<file path="config.mk">
export PLATFORM = sky130hd
export DESIGN_NAME = hack_style_instruction_execute_unit
export DESIGN_NICKNAME = d
export VERILOG_FILES = /design/src/rtl/hse_pkg.sv /design/src/rtl/hse_exec.sv /design/src/rtl/hack_style_instruction_execute_unit.sv
export SDC_FILE = /design/constraint.sdc
export NUM_CORES = 1
export LEC_CHECK = 0
export ABC_AREA = 1
export BUFFER_PORTS_ARGS = -buffer_cell sky130_fd_sc_hd__buf_4
export CAP_MARGIN = 10
export CORE_MARGIN = 1
export CORE_UTILIZATION = 35
export DETAILED_ROUTE_END_ITERATION = 10
export MAX_ROUTING_LAYER = met4
export PLACE_DENSITY = 0.58
export SYNTH_ARGS = -nofsm -noshare
export SYNTH_HDL_FRONTEND = slang
export SYNTH_SLANG_ARGS = --single-unit
</file>
<file path="constraint.sdc">
create_clock -name clk -period 5 [get_ports clk]
set_clock_uncertainty 0.05 [all_clocks]
set_input_delay 0.75 -clock clk [delete_from_list [all_inputs] [get_ports clk]]
set_output_delay 0.75 -clock clk [all_outputs]
set_load 0.01 [all_outputs]
</file>
<file path="src/rtl/hse_pkg.sv">
// Shared types and codes for the Hack-style instruction execute unit.
// Depends on nothing; imported by hse_exec and the top level.
`timescale 1ns / 1ps

package hse_pkg;

	// instruction forms
	localparam logic [3:0] FORM_LOAD_A   = 4'd0;
	localparam logic [3:0] FORM_SET      = 4'd1;
	localparam logic [3:0] FORM_COPY     = 4'd2;
	localparam logic [3:0] FORM_OP_REG   = 4'd3;
	localparam logic [3:0] FORM_OP_NUM   = 4'd4;
	localparam logic [3:0] FORM_JUMP     = 4'd5;
	localparam logic [3:0] FORM_JREG_OP  = 4'd6;
	localparam logic [3:0] FORM_JNUM_OP  = 4'd7;

	// register codes
	localparam logic [1:0] REG_D    = 2'd0;
	localparam logic [1:0] REG_A    = 2'd1;
	localparam logic [1:0] REG_M    = 2'd2;
	localparam logic [1:0] REG_NONE = 2'd3;

	// operation codes
	localparam logic [2:0] OP_ADD = 3'd0;
	localparam logic [2:0] OP_SUB = 3'd1;
	localparam logic [2:0] OP_AND = 3'd2;
	localparam logic [2:0] OP_OR  = 3'd3;

	// jump conditions
	localparam logic [2:0] COND_JMP = 3'd0;
	localparam logic [2:0] COND_JNE = 3'd1;
	localparam logic [2:0] COND_JEQ = 3'd2;
	localparam logic [2:0] COND_JLT = 3'd3;
	localparam logic [2:0] COND_JLE = 3'd4;
	localparam logic [2:0] COND_JGT = 3'd5;
	localparam logic [2:0] COND_JGE = 3'd6;

	// status codes
	localparam logic [2:0] ST_OK         = 3'd0;
	localparam logic [2:0] ST_UNMATCHED  = 3'd1;
	localparam logic [2:0] ST_BAD_FIRST  = 3'd2;
	localparam logic [2:0] ST_BAD_SECOND = 3'd3;
	localparam logic [2:0] ST_MISMATCH   = 3'd4;
	localparam logic [2:0] ST_UNKNOWN_OP = 3'd5;

	typedef struct packed {
		logic [3:0]  req_type;
		logic [1:0]  dest_reg;
		logic [1:0]  left_reg;
		logic [1:0]  right_reg;
		logic [2:0]  alu_op;
		logic [15:0] number;
		logic [2:0]  jump_cond;
		logic [15:0] jump_target;
		logic [15:0] mem_word;
	} req_t;

	typedef struct packed {
		logic [2:0]  status;
		logic [15:0] a_value;
		logic [15:0] d_value;
		logic [15:0] m_value;
		logic [15:0] pc_value;
		logic        jump_taken;
	} rsp_t;

	// outcome flags from the execute logic
	typedef struct packed {
		logic [2:0] status;
		logic       jump_taken;
	} exec_flags_t;

endpackage

</file>
<file path="src/rtl/hse_exec.sv">
// Combinational execute logic: decode, ALU, jump test and next register values.
// Depends on hse_pkg.
`timescale 1ns / 1ps

module hse_exec
	import hse_pkg::*;
#(
	parameter int WORD_BITS = 16
) (
	input  req_t                 req,
	input  logic [WORD_BITS-1:0] a_cur,
	input  logic [WORD_BITS-1:0] d_cur,
	input  logic [WORD_BITS-1:0] m_cur,
	input  logic [15:0]          pc_cur,
	output logic [WORD_BITS-1:0] a_nxt,
	output logic [WORD_BITS-1:0] d_nxt,
	output logic [WORD_BITS-1:0] m_nxt,
	output logic [15:0]          pc_nxt,
	output exec_flags_t          flags
);

	function automatic logic [WORD_BITS-1:0] pick(input logic [1:0] code,
		input logic [WORD_BITS-1:0] a, input logic [WORD_BITS-1:0] d,
		input logic [WORD_BITS-1:0] m);
		case (code)
			REG_D:   pick = d;
			REG_A:   pick = a;
			REG_M:   pick = m;
			default: pick = '0;
		endcase
	endfunction

	function automatic logic cond_holds(input logic [WORD_BITS-1:0] v,
		input logic [2:0] cond);
		logic zero;
		logic neg;
		zero = (v == '0);
		neg  = v[WORD_BITS-1];
		case (cond)
			COND_JMP: cond_holds = 1'b1;
			COND_JNE: cond_holds = !zero;
			COND_JEQ: cond_holds = zero;
			COND_JLT: cond_holds = neg;
			COND_JLE: cond_holds = neg || zero;
			COND_JGT: cond_holds = !neg && !zero;
			COND_JGE: cond_holds = !neg;
			default:  cond_holds = 1'b0;
		endcase
	endfunction

	logic [WORD_BITS-1:0] r1, r2, r3, num_w, mem_w, alu_y, alu_res, wr_val, cond_val;
	logic                 op_ok, wr_en, jump_en, taken;
	logic [2:0]           exec_status;

	assign r1    = pick(req.dest_reg, a_cur, d_cur, m_cur);
	assign r2    = pick(req.left_reg, a_cur, d_cur, m_cur);
	assign r3    = pick(req.right_reg, a_cur, d_cur, m_cur);
	assign num_w = WORD_BITS'(req.number);
	assign mem_w = WORD_BITS'(req.mem_word);

	// second operand of the ALU depends on the form
	always_comb begin
		case (req.req_type)
			FORM_OP_REG:  alu_y = r3;
			FORM_JREG_OP: alu_y = r2;
			default:      alu_y = num_w;
		endcase
	end

	always_comb begin
		op_ok = 1'b1;
		case (req.alu_op)
			OP_ADD:  alu_res = r1 + alu_y;
			OP_SUB:  alu_res = r1 - alu_y;
			OP_AND:  alu_res = r1 & alu_y;
			OP_OR:   alu_res = r1 | alu_y;
			default: begin
				alu_res = '0;
				op_ok   = 1'b0;
			end
		endcase
	end

	// decode form and error checks in the required priority
	always_comb begin
		exec_status = ST_OK;
		wr_en       = 1'b0;
		wr_val      = r1;
		jump_en     = 1'b0;
		cond_val    = alu_res;
		if (req.req_type == FORM_LOAD_A) begin
			// handled below
		end else if (req.req_type > FORM_JNUM_OP) begin
			exec_status = ST_UNMATCHED;
		end else if (req.dest_reg == REG_NONE) begin
			exec_status = ST_BAD_FIRST;
		end else begin
			unique case (req.req_type)
				FORM_SET: begin
					wr_en  = 1'b1;
					wr_val = num_w;
				end
				FORM_COPY: begin
					if (req.left_reg == REG_NONE) exec_status = ST_BAD_SECOND;
					else begin
						wr_en  = 1'b1;
						wr_val = r2;
					end
				end
				FORM_OP_REG: begin
					if (req.dest_reg != req.left_reg) exec_status = ST_MISMATCH;
					else if (req.right_reg == REG_NONE) exec_status = ST_BAD_SECOND;
					else if (!op_ok) exec_status = ST_UNKNOWN_OP;
					else begin
						wr_en  = 1'b1;
						wr_val = alu_res;
					end
				end
				FORM_OP_NUM: begin
					if (req.dest_reg != req.left_reg) exec_status = ST_MISMATCH;
					else if (!op_ok) exec_status = ST_UNKNOWN_OP;
					else begin
						wr_en  = 1'b1;
						wr_val = alu_res;
					end
				end
				FORM_JUMP: begin
					jump_en  = 1'b1;
					cond_val = r1;
				end
				FORM_JREG_OP: begin
					if (req.left_reg == REG_NONE) exec_status = ST_BAD_SECOND;
					else if (!op_ok) exec_status = ST_UNKNOWN_OP;
					else jump_en = 1'b1;
				end
				default: begin
					if (!op_ok) exec_status = ST_UNKNOWN_OP;
					else jump_en = 1'b1;
				end
			endcase
		end
	end

	assign taken  = jump_en && cond_holds(cond_val, req.jump_cond);
	assign flags  = '{status: exec_status, jump_taken: taken};
	assign pc_nxt = taken ? (req.jump_target - 16'd1) : pc_cur;

	always_comb begin
		a_nxt = a_cur;
		d_nxt = d_cur;
		m_nxt = m_cur;
		if (req.req_type == FORM_LOAD_A) begin
			a_nxt = num_w;
			m_nxt = mem_w;
		end else if (wr_en) begin
			case (req.dest_reg)
				REG_D:   d_nxt = wr_val;
				REG_A:   a_nxt = wr_val;
				default: m_nxt = wr_val;
			endcase
		end
	end

endmodule

</file>
<file path="src/rtl/hack_style_instruction_execute_unit.sv">
// Top level of the Hack-style instruction execute unit: input register,
// architectural registers and result register. Depends on hse_pkg, hse_exec.
`timescale 1ns / 1ps

//  channel | handshake             | payload
//  --------+-----------------------+-------------------------------
//  request | req_valid / req_ready | req  (hse_pkg::req_t, one instruction)
//  result  | rsp_valid / rsp_ready | rsp  (hse_pkg::rsp_t, one per instruction)
//
//  One instruction per cycle sustained while results are taken; the transfer
//  loads the input register, and the result register is loaded from it
//  when the execute stage advances, which a stalled result can hold off.
//  The register update is one add/subtract or logic op and a zero/sign test,
//  all between the input register and the result register.
//  arst_n clears A, D, M, pc and both valid flags; no clearing pass.
//  A stalled result holds the pipe; req_ready drops only while both stages
//  are full and the result is not taken.

module hack_style_instruction_execute_unit
	import hse_pkg::*;
#(
	parameter int WORD_BITS = 16
) (
	input  logic clk,
	input  logic arst_n,
	input  logic req_valid,
	output logic req_ready,
	input  req_t req,
	output logic rsp_valid,
	input  logic rsp_ready,
	output rsp_t rsp
);

	// pipeline registers
	req_t req_s1;
	logic req_valid_s1;
	rsp_t rsp_s2;
	logic rsp_valid_s2;

	// architectural state
	logic [WORD_BITS-1:0] a_q, d_q, m_q;
	logic [15:0]          pc_q;

	logic [WORD_BITS-1:0] a_nxt, d_nxt, m_nxt;
	logic [15:0]          pc_nxt;
	exec_flags_t          flags;
	logic                 advance;

	// advance the execute stage whenever the result slot is free or drains
	assign advance   = !rsp_valid_s2 || rsp_ready;
	assign req_ready = !req_valid_s1 || advance;

	hse_exec #(
		.WORD_BITS(WORD_BITS)
	) u_exec (
		.req    (req_s1),
		.a_cur  (a_q),
		.d_cur  (d_q),
		.m_cur  (m_q),
		.pc_cur (pc_q),
		.a_nxt  (a_nxt),
		.d_nxt  (d_nxt),
		.m_nxt  (m_nxt),
		.pc_nxt (pc_nxt),
		.flags  (flags)
	);

	// capture the incoming instruction on transfer
	always_ff @(posedge clk or negedge arst_n) begin
		if (!arst_n) begin
			req_valid_s1 <= 1'b0;
		end else if (req_ready) begin
			req_valid_s1 <= req_valid;
		end
	end

	always_ff @(posedge clk) begin
		if (req_ready && req_valid) begin
			req_s1 <= req;
		end
	end

	// commit state and register the result in the same edge, so the next
	// instruction in the input register already sees the updated registers
	always_ff @(posedge clk or negedge arst_n) begin
		if (!arst_n) begin
			a_q          <= '0;
			d_q          <= '0;
			m_q          <= '0;
			pc_q         <= '0;
			rsp_valid_s2 <= 1'b0;
		end else if (advance) begin
			rsp_valid_s2 <= req_valid_s1;
			if (req_valid_s1) begin
				a_q  <= a_nxt;
				d_q  <= d_nxt;
				m_q  <= m_nxt;
				pc_q <= pc_nxt;
			end
		end
	end

	always_ff @(posedge clk) begin
		if (advance && req_valid_s1) begin
			rsp_s2.status     <= flags.status;
			rsp_s2.a_value    <= 16'(a_nxt);
			rsp_s2.d_value    <= 16'(d_nxt);
			rsp_s2.m_value    <= 16'(m_nxt);
			rsp_s2.pc_value   <= pc_nxt;
			rsp_s2.jump_taken <= flags.jump_taken;
		end
	end

	assign rsp_valid = rsp_valid_s2;
	assign rsp       = rsp_s2;

endmodule
</file>
### Yosys cells after proc, flatten, opt, wreduce, memory -nomap -nowiden

Cells that the tools add are included.

| word-level totals | value |
|---|---|
| logic and storage cells | 131 |
| output and inout bits | 70 |
| bits in registers | 198 |

| operators by class | value |
|---|---|
| muxes and demuxes | 52 |
| equal/unequal tests | 25 |
| reductions and logical operators | 25 |
| $lt $le $gt $ge | 1 |
| add/sub/neg operators | 3 |
| bitwise logic cells | 2 |

Operator list:

| cell | number |
|---|---|
| $mux W16 | 21 |
| $pmux W16 S3 | 3 |
| $pmux W16 S4 | 2 |
| $pmux W16 S2 | 1 |
| $add A16 B16 Y16 | 1 |
| $and A16 B16 Y16 | 1 |
| $logic_not A16 Y1 | 1 |
| $or A16 B16 Y16 | 1 |
| $sub A16 B1 Y16 const B | 1 |
| $sub A16 B16 Y16 | 1 |
| $mux W3 | 5 |
| $pmux W3 S5 | 1 |
| $mux W1 | 14 |
| $eq A2 B2 Y1 const B | 6 |
| $eq A3 B2 Y1 const B | 4 |
| $eq A4 B3 Y1 const B | 3 |
| $eq A3 B3 Y1 const B | 3 |
| $eq A4 B2 Y1 const B | 2 |
| $reduce_or A4 Y1 | 2 |
| $pmux W1 S7 | 1 |
| $eq A2 B1 Y1 const B | 3 |
| $eq A3 B1 Y1 const B | 2 |
| $logic_not A2 Y1 | 3 |
| $logic_not A3 Y1 | 2 |
| 13 further kinds | 24 |

### Logic depth before layout (Yosys ltp)

Gate-level depths: netlist of run 1.

| depth | value |
|---|---|
| depth after elaboration | 15 |
| depth in mapped cells | 38 |
| mapped depth without buffers | 37 |

### Modules after synthesis

A second synthesis of run 1 with hierarchy kept.

| unflattened totals | value |
|---|---|
| cell total of the unflattened synthesis | 1625 |
| area total of the unflattened synthesis | 12386.9 sq um |

By module, submodules not included:

| module | area each (sq um) | instances | cells each |
|---|---|---|---|
| hack_style_instruction_execute_unit | 6593.8 | 1 | 420 |
| hse_exec | 5793.1 | 1 | 1205 |

### Worst setup path after synthesis of run 1

Ideal clock, no wire load.

| timing path | value |
|---|---|
| path type | flip-flop to flip-flop |
| start | register req_s1[63] in the netlist's numbering |
| end | register rsp_s2 (netlist bit rsp[14]) (data pin) |
| arrival | 3.915 ns |
| setup time | 0.255 ns |
| cell stages (with the launch flop) | 33 |
| clock period less this slack | 4.220 ns |
| data required time | 4.695 ns |
| setup slack | 0.780 ns |
| cell sequence | edfxtp_1 nor2_4 nand2_8 buf_6 nand3_2 nand3_1 inv_1 nand2_1 nor2_4 nand2_2 nor2_1 nand3_1 nand2_1 xor2_1 ha_1 a21oi_1 o21ai_0 a21oi_1 a21oi_1 o21ai_0 nand2_1 inv_1 nand3_2 nand3_2 nand3_2 o21ai_2 o21ai_2 nand2_2 nand2_4 nand2_4 buf_12 nand2_4 and2_1 |

| on the way | value |
|---|---|
| word-level cells in the longest chain between the ends | 14 |
| elaborated cells on any way between the ends | 31 |
| classes of those cells | add/sub: 2; order compare: 1; eq/ne: 6; mux: 12; bitwise: 2; reduce/logical: 8 |

Ends and longest elaborated chain:

| item | line | RTL |
|---|---|---|
| start: declaration | hack_style_instruction_execute_unit.sv:35 | `req_t req_s1;` |
| start signal: assignment | hack_style_instruction_execute_unit.sv:79 | `req_s1 <= req;` |
| $eq A4 B3 Y1 or $eq A4 B2 Y1 (tied branches) | hse_exec.sv:63, hse_exec.sv:98 |  |
| $pmux W16 S2 | hse_exec.sv:63 | `case (req.req_type)` |
| $sub A16 B16 Y16, or another cell as far along | hse_exec.sv:74 | `OP_SUB: alu_res = r1 - alu_y;` |
| $pmux W16 S4 | hse_exec.sv:72 | `case (req.alu_op)` |
| $mux W16 | hse_exec.sv:98 | `unique case (req.req_type)` |
| $mux W16 | hse_exec.sv:95 | `end else if (req.dest_reg == REG_NONE) begin` |
| $mux W16 | hse_exec.sv:93 | `end else if (req.req_type > FORM_JNUM_OP) begin` |
| $mux W16 | hse_exec.sv:91 | `if (req.req_type == FORM_LOAD_A) begin` |
| $logic_not A16 Y1 | hse_exec.sv:37 | `zero = (v == '0);` |
| $logic_not A1 Y1 | hse_exec.sv:41, hse_exec.sv:45 |  |
| $logic_and A1 B1 Y1 | hse_exec.sv:45 | `COND_JGT: cond_holds = !neg && !zero;` |
| $pmux W1 S7 | hse_exec.sv:39 | `case (cond)` |
| $logic_and A1 B1 Y1 * | hse_exec.sv:144 | `assign taken = jump_en && cond_holds(cond_val, req.jump_cond);` |
| $mux W16 * | hse_exec.sv:146 | `assign pc_nxt = taken ? (req.jump_target - 16'd1) : pc_cur;` |
| net pc_nxt[13] | hack_style_instruction_execute_unit.sv:45 | `logic [15:0] pc_nxt;` |
| end: declaration | hack_style_instruction_execute_unit.sv:37 | `rsp_t rsp_s2;` |

Mark *: on every way through the listed nets, which the timed path passes. The rest lies on a longest branch.
A chain may end at the register's enable or synchronous reset.

### Final worst setup path of run 1

| timing path | value |
|---|---|
| start | register req_s1[63] in the netlist's numbering |
| end | register rsp_s2 (netlist bit rsp[7]) (data pin) |

Same word-level chain as after synthesis.

==> key figures, run 1 <==
Outcome
  – Status: completed

Global routing
  – First-pass GRT wire length: 66900 µm
  – Initial antenna violation count: 0
  – Tot GR Track Use: 25.4%
  – GRT overflow: 0
  – Largest net degree at the start of global routing: 106
  – Vias in the first global route: 11500

Final layout
  – Fin nets: 1886
  – Multi-input gate area: 5990 µm²
  – Inserted Diodes: 0
  – Area growth syn-to-layout: 26.4%
  – Most common cell after layout, fill and taps aside: nand2_1
  – Register area: 5620 µm²
  – Final Instance Count excl. Fillers: 2267
  – Commonest cells after routing, fill and taps aside: 386 x nand2_1, 266 x buf_4, 180 x inv_1, 148 x nand3_1, 138 x o21ai_0
  – FILL cells: 3515
  – Share of cells above drive strength 1: 25.1%

Power and ir drop
  – Peak supply drop: 0.412 mV
  – Comb pwr share: 43.9%
  – Leakage Power: 0.00721 µW
  – Flop pwr share: 36.9%
  – Switching part of the total: 40.8%
  – Clock share of power: 19.2%
  – Power per cell area: 459 nW/µm²
  – Sw power: 2930 µW
  – P_int: 4250 µW

Placed design
  – Placed cell count: 2210
  – DP HPWL: 33700 µm
  – Port bufs: 137
  – Pre-CTS WS: 0.0167 ns
  – Placer Congestion: 0.970

Routing
  – Routed Antenna Nets: 0
  – Routed wire per std cell: 19.6 µm
  – Drt pass-1 iters: 5
  – Drt drc: 0
  – Drt initial violations: 903
  – Routed vias: 11900
  – Via density: 5.25
  – Post-Route WL: 44500 µm

CTS
  – CTS tree: yes
  – Worst skew pair latency: 0.46 ns
  – Cts-stage hold buffer count: 0
  – Inserted Clock Buffers: 17
  – CTS clk-pin slew, worst paths: 0.08 ns
  – Clk buf depth: 2
  – # H-tree levels: 4
  – Root Driver: clkbuf_16
  – Sink Count: 198

Timing
  – Period utilisation layout: 95.8%
  – FMAX: 0.209 GHz
  – Tmin final: 4.79 ns
  – Worst Tran Pin Value: 1.20 ns
  – Final worst setup slack: 0.211 ns
  – Slew Limit Fails: 0
  – Max transition margin: 20.1%
  – Final hold violation count: 0
  – Final-report setup violation count: 0

Die
  – FP Rows: 68
  – Width of the die: 190 µm
  – Initial core utilization: 35.7%
  – Die area: 36100 µm²
  – Die Span Y: 190 µm
  – I/O pins: 138
  – Core Area: 34700 µm²

Logic synthesis
  – Distinct cell type count after synthesis: 57
  – Ys Warns: 0
  – FFs w/ async S/R, synth: 33.3%
  – Netlist Area Pre-Place: 12400 µm²
  – Synth area leaders: edfxtp_1 32%, dfrtp_1 13%, nand2_1 12%
  – Most used DFF post-synth: edfxtp_1
  – Post-synth top area share: 32.0%
  – Post-synth EDFFs: 132
  – Part of the Yosys area used for sequential elements: 45.3%
  – Yosys reg bits: 198
  – Synth Net Count: 1653
  – Post-Syn Area per Cell: 7.91 µm²
  – Cell taking the most area after synthesis: edfxtp_1
  – Gate Count Post-Synth: 1566

Worst setup path
  – Required @ worst endpoint: 5.17 ns
  – Largest stage delay, worst path: 0.51 ns
  – Cell repeated most along the worst path: nand2_2
  – Critical path arrival: 4.96 ns
  – Worst path bufs/invs: 3
  – Crit. End Element: flip-flop
  – Startpoint Class: flip-flop
  – Worst Path Max Fanout: 8
  – Slowest CP cell: edfxtp_1
  – Cell family with most CP delay: simple AND/OR/NAND/NOR gates
  – Setup CP Type: flip-flop to flip-flop

Hold path
  – Hold WC Path Type: input pin to async pin

Run
  – Max-cap viol count: 0
power groups by stage:
stage	sequential (µW)	clock, µW	combinational, µW
6_report	2650	1380	3150
5_1_grt	2700	1460	3470
4_1_cts	2640	1410	2940
3_5_place_dp	2670	0	2920
3_3_place_gp	2670	0	2890
2_1_floorplan	2620	0	1640
path summary, 6_finish.rpt:
check / start / end / slack (ns) / depth (start not counted)
max in group asynchronous: arst_n / a_q[4] / 3.84 / 1
min in group clk: req[25] / req_s1[25] / 0.41 / 1
worst min register to register: pc_q[8] / pc_q[8] / 0.44 / 2
worst max-delay path: req_s1[63] / rsp[7] / 0.21 / 31
worst max register to register: req_s1[63] / rsp[7] / 0.21 / 31
worst min-delay path: arst_n / pc_q[2] / 0.38 / 1
stage by stage:
stage / instance area, µm² / utilization (%) / hold slack (ns) / power, µW / TNS [ns]
after floorplan: 12400 / - / 0.399 / 4260 / 0
after global placement: 14500 / 41.9 / 0.412 / 5560 / 0
after detailed placement: 14500 / 41.9 / 0.416 / 5580 / 0
after CTS: 15100 / 43.6 / 0.390 / 6990 / 0
after global routing: 15700 / 45.1 / 0.395 / 7630 / -0.435
final: 15700 / 45.1 / 0.376 / 7180 / 0
final cells by class:
cell class                      instances  area share (%)
Multi-Input combinational cell       1108            38.3
Clock buffer                           18            2.74
Clock inverter                         14           0.919
Timing Repair Buffer                  276            13.7
Inverter                              198            4.87
Sequential cell                       198            35.9
Tap cell                              455            3.64
Yosys cell counts, types with 3 or more instances:
master	instances
nand2_1	404
inv_1	185
nand3_1	157
o21ai_0	147
edfxtp_1	132
nor2_1	104
a21oi_1	81
dfrtp_1	66
clkbuf_1	26
ha_1	18
xor2_1	18
and2_1	13
buf_2	13
o211ai_1	13
a221oi_1	12
nor2_2	12
buf_4	11
nand2_4	11
nand2_2	10
nand3_2	10
inv_2	9
nor2_4	9
xnor2_1	9
buf_1	8
nand3b_1	8
nand4_1	8
nor3_1	8
o221ai_1	7
o22ai_1	7
a31oi_1	6
nor3_2	4
buf_6	3
nor4_1	3
o31ai_1	3
kinds of logic after synthesis:
kind of cell,after synthesis,synth area share [%]
fa+ha+maj,19,1.98
flops,198,45.3
xor+xnor,27,1.91
buf+inv,262,8.81
compound gates,292,13.4
simple gates,768,28.6
flip-flops by register name, summed over array words and instances (netlist names):
signal        count
rsp              68
req_valid_s1      1
pc_q             16
m_q              16
rsp_valid         1
req_s1           64
a_q              16
d_q              16
timing repair:
item                                    in CTS  in global routing
hold endpoints to repair                     0                  0
pin swaps                                    0                 57
gates cloned                                 0                  3
endpoints found under the setup margin       2                 65
buffers inserted                             0                 23
gates resized for setup                      3                 95
routing by layer:
layer  share of wire [%]  up-vias  GRT usage [%]
li1                    -     5697              -
met4                 2.6        0           7.72
met5                   0        -              -
met2                  49      392           41.7
met1                  43     5742           32.3
met3                 5.4       67           3.50
Power figures use the tool's default switching activity.
==> run 2: changes to the inputs <==
--- a/config.mk
+++ b/config.mk
@@ -11,7 +11,6 @@
 export CORE_MARGIN = 1
 export CORE_UTILIZATION = 35
 export DETAILED_ROUTE_END_ITERATION = 10
-export MAX_ROUTING_LAYER = met4
 export PLACE_DENSITY = 0.58
 export SYNTH_ARGS = -nofsm -noshare
 export SYNTH_HDL_FRONTEND = slang
==> constraint.sdc (replaced) <==
create_clock -name clk -period 5.38 [get_ports clk]
set_clock_uncertainty 0.05 [all_clocks]
set_input_delay 0.807 -clock clk [delete_from_list [all_inputs] [get_ports clk]]
set_output_delay 0.807 -clock clk [all_outputs]
set_load 0.01 [all_outputs]
==> run 2 against run 1 <==
Count of clock-buffer cells in the layout up 1. Sequential power down 7%. Via count shrank 2.4%. Hold slack better by 0.055 ns. Largest cell class unchanged.
==> key figures, run 2 (same netlist as run 1, synthesis figures left out) <==
Routing
  – Drt pass-1 iters: 6 (+1)
  – Drt initial violations: 1048 (+16%)
  – Via density: 5.32 (+1.4%)
  – Routed Antenna Nets: 0 (unchanged)
  – Post-Route WL: 42300 µm (-4.9%)
  – Routed wire per std cell: 19.4 µm (-1.2%)
  – Drt drc: 0 (unchanged)
  – Routed vias: 11600 (-2.4%)

Placed design
  – Placer Congestion: 0.987 (+1.8%)
  – Port bufs: 137 (unchanged)
  – DP HPWL: 31900 µm (-5.1%)
  – Dpl cell area: 14000 µm² (-3.6%)

Timing
  – FMAX: 0.199 GHz (-4.8%)
  – Slew Limit Fails: 0 (unchanged)
  – Final-report setup violation count: 0 (unchanged)
  – WHS: 0.431 ns (+0.0546 ns)
  – Tmin final: 5.03 ns (+0.239 ns)
  – Worst Tran Pin Value: 1.05 ns (-0.144 ns)
  – Max transition margin: 29.5% (+9.4 points)
  – Period utilisation layout: 93.5% (-2.3 points)
  – Final hold violation count: 0 (unchanged)

Die
  – FP Rows: 68 (unchanged)
  – Initial core utilization: 35.7% (unchanged)
  – I/O pins: 138 (unchanged)
  – Core Area: 34700 µm² (unchanged)
  – Die Span Y: 190 µm (unchanged)
  – Die area: 36100 µm² (unchanged)
  – Width of the die: 190 µm (unchanged)

Global routing
  – Met2 Use GR: 38.6% (-3.1 points)
  – GR Util met3: 4.65% (+1.1 points)
  – Initial antenna violation count: 0 (unchanged)
  – Tot GR Track Use: 23.7% (-1.7 points)
  – Vias in the first global route: 11000 (-4.6%)
  – GRT overflow: 0 (unchanged)
  – First-pass GRT wire length: 63800 µm (-4.5%)
  – Met1 Track Usage GR: 30.0% (-2.3 points)
  – Most used routing layer: met2
  – Largest net degree at the start of global routing: 86 (-19%)

Worst setup path
  – Startpoint Class: flip-flop
  – Worst path bufs/invs: 3 (unchanged)
  – Slowest CP cell: edfxtp_1
  – Required @ worst endpoint: 5.55 ns (+0.38 ns)
  – Largest stage delay, worst path: 0.49 ns (-0.02 ns)
  – Cell repeated most along the worst path: nand2_1
  – Critical path arrival: 5.19 ns (+0.23 ns)
  – Setup CP Type: flip-flop to flip-flop
  – Cell family with most CP delay: simple AND/OR/NAND/NOR gates
  – Worst Path Max Fanout: 16 (+8)
  – Crit. End Element: flip-flop

CTS
  – Inserted Clock Buffers: 17 (unchanged)
  – Root Driver: clkbuf_16
  – CTS clk-pin slew, worst paths: 0.07 ns (about the same)
  – Worst skew pair latency: 0.47 ns (about the same)
  – Clk buf depth: 2 (unchanged)
  – CTS tree: yes
  – # H-tree levels: 4 (unchanged)
  – Sink Count: 198 (unchanged)

Power and ir drop
  – Peak supply drop: 0.306 mV (-26%)
  – Leakage Power: 0.00673 µW (-6.8%)
  – Power per cell area: 427 nW/µm² (-6.8%)

Hold path
  – Hold WC Path Type: flip-flop to flip-flop

Final layout
  – Design area: 14700 µm² (-6.3%)
  – Share of cells above drive strength 1: 17.7% (-7.4 points)
  – Commonest cells after routing, fill and taps aside: 404 x nand2_1, 190 x buf_4, 183 x inv_1, 157 x nand3_1, 145 x o21ai_0
  – Max FFs per register: 68 (unchanged)
  – Most common cell after layout, fill and taps aside: nand2_1
  – Fin nets: 1800 (-4.6%)
  – Area growth syn-to-layout: 18.5%
  – Inserted Diodes: 0 (unchanged)

Outcome
  – Status: completed

Run
  – Max-cap viol count: 0 (unchanged)
## run 2: cell count changes in the layout (fill, tap and decap cells not counted), moves of 10 or more
cell	change
a21oi_2	-10
buf_4	-76
a21oi_1	+12
nand2_2	-17
nand2_1	+18
nor2_1	+10
## run 2: timing repair
action	4_1_cts	5_1_grt
hold buffers	0	0
setup endpoints to repair	0	33
endpoints found under the hold margin	0	0
resized for setup	0	6
buffers inserted	0	9
## run 2: power breakdown
group	switching [µW]	internal (µW)	total [µW]
clock network	628	652	1280
registers	342	2130	2470
logic	1620	906	2520
## run 2: worst paths after layout
check	from	end	slack, ns	cells after the start
max in group asynchronous	arst_n	d_q[3]	4.18	1
max	req_s1[63]	rsp[1]	0.35	33
max reg2reg	req_s1[63]	rsp[1]	0.35	33
min reg2reg	pc_q[8]	pc_q[8]	0.43	2
min in group asynchronous	arst_n	pc_q[2]	0.44	1
min	pc_q[8]	pc_q[8]	0.43	2
## run 2: final cells by class
cell class / instances / area [µm²]
Clock buffer: 19 / 433
Clock inverter: 13 / 136
Fill cell: 3531 / 20000
Inverter: 198 / 754
Multi-Input combinational cell: 1106 / 5700
Sequential cell: 198 / 5620
Tap cell: 455 / 569
Timing Repair Buffer: 192 / 1470
## run 2: tightest hold or removal path, cell delays in order (launching register included)
cell and delay, ns:
dfrtp_1 0.34, nand2_1 0.05, nand2_1 0.05
## run 2: routing by layer
layer  routed length, µm  vias up
met5                   0        -
met4                1760        0
met3                3040       90
met2               19700      493
met1               17800     5514
li1                    -     5512
## run 2: through the flow
stage          utilization (%)  setup TNS [ns]  instances  setup WS (ns)  total power [µW]
2_1_floorplan                -               0       1566           1.16              3960
4_1_cts                   42.0               0       2172          0.283              6270
3_5_place_dp              40.4               0       2140          0.301              4970
3_3_place_gp              40.4               0       2140          0.353              4960
6_report                  42.3               0       2181          0.352              6270
5_1_grt                   42.3         -0.0345       2181        -0.0124              6660
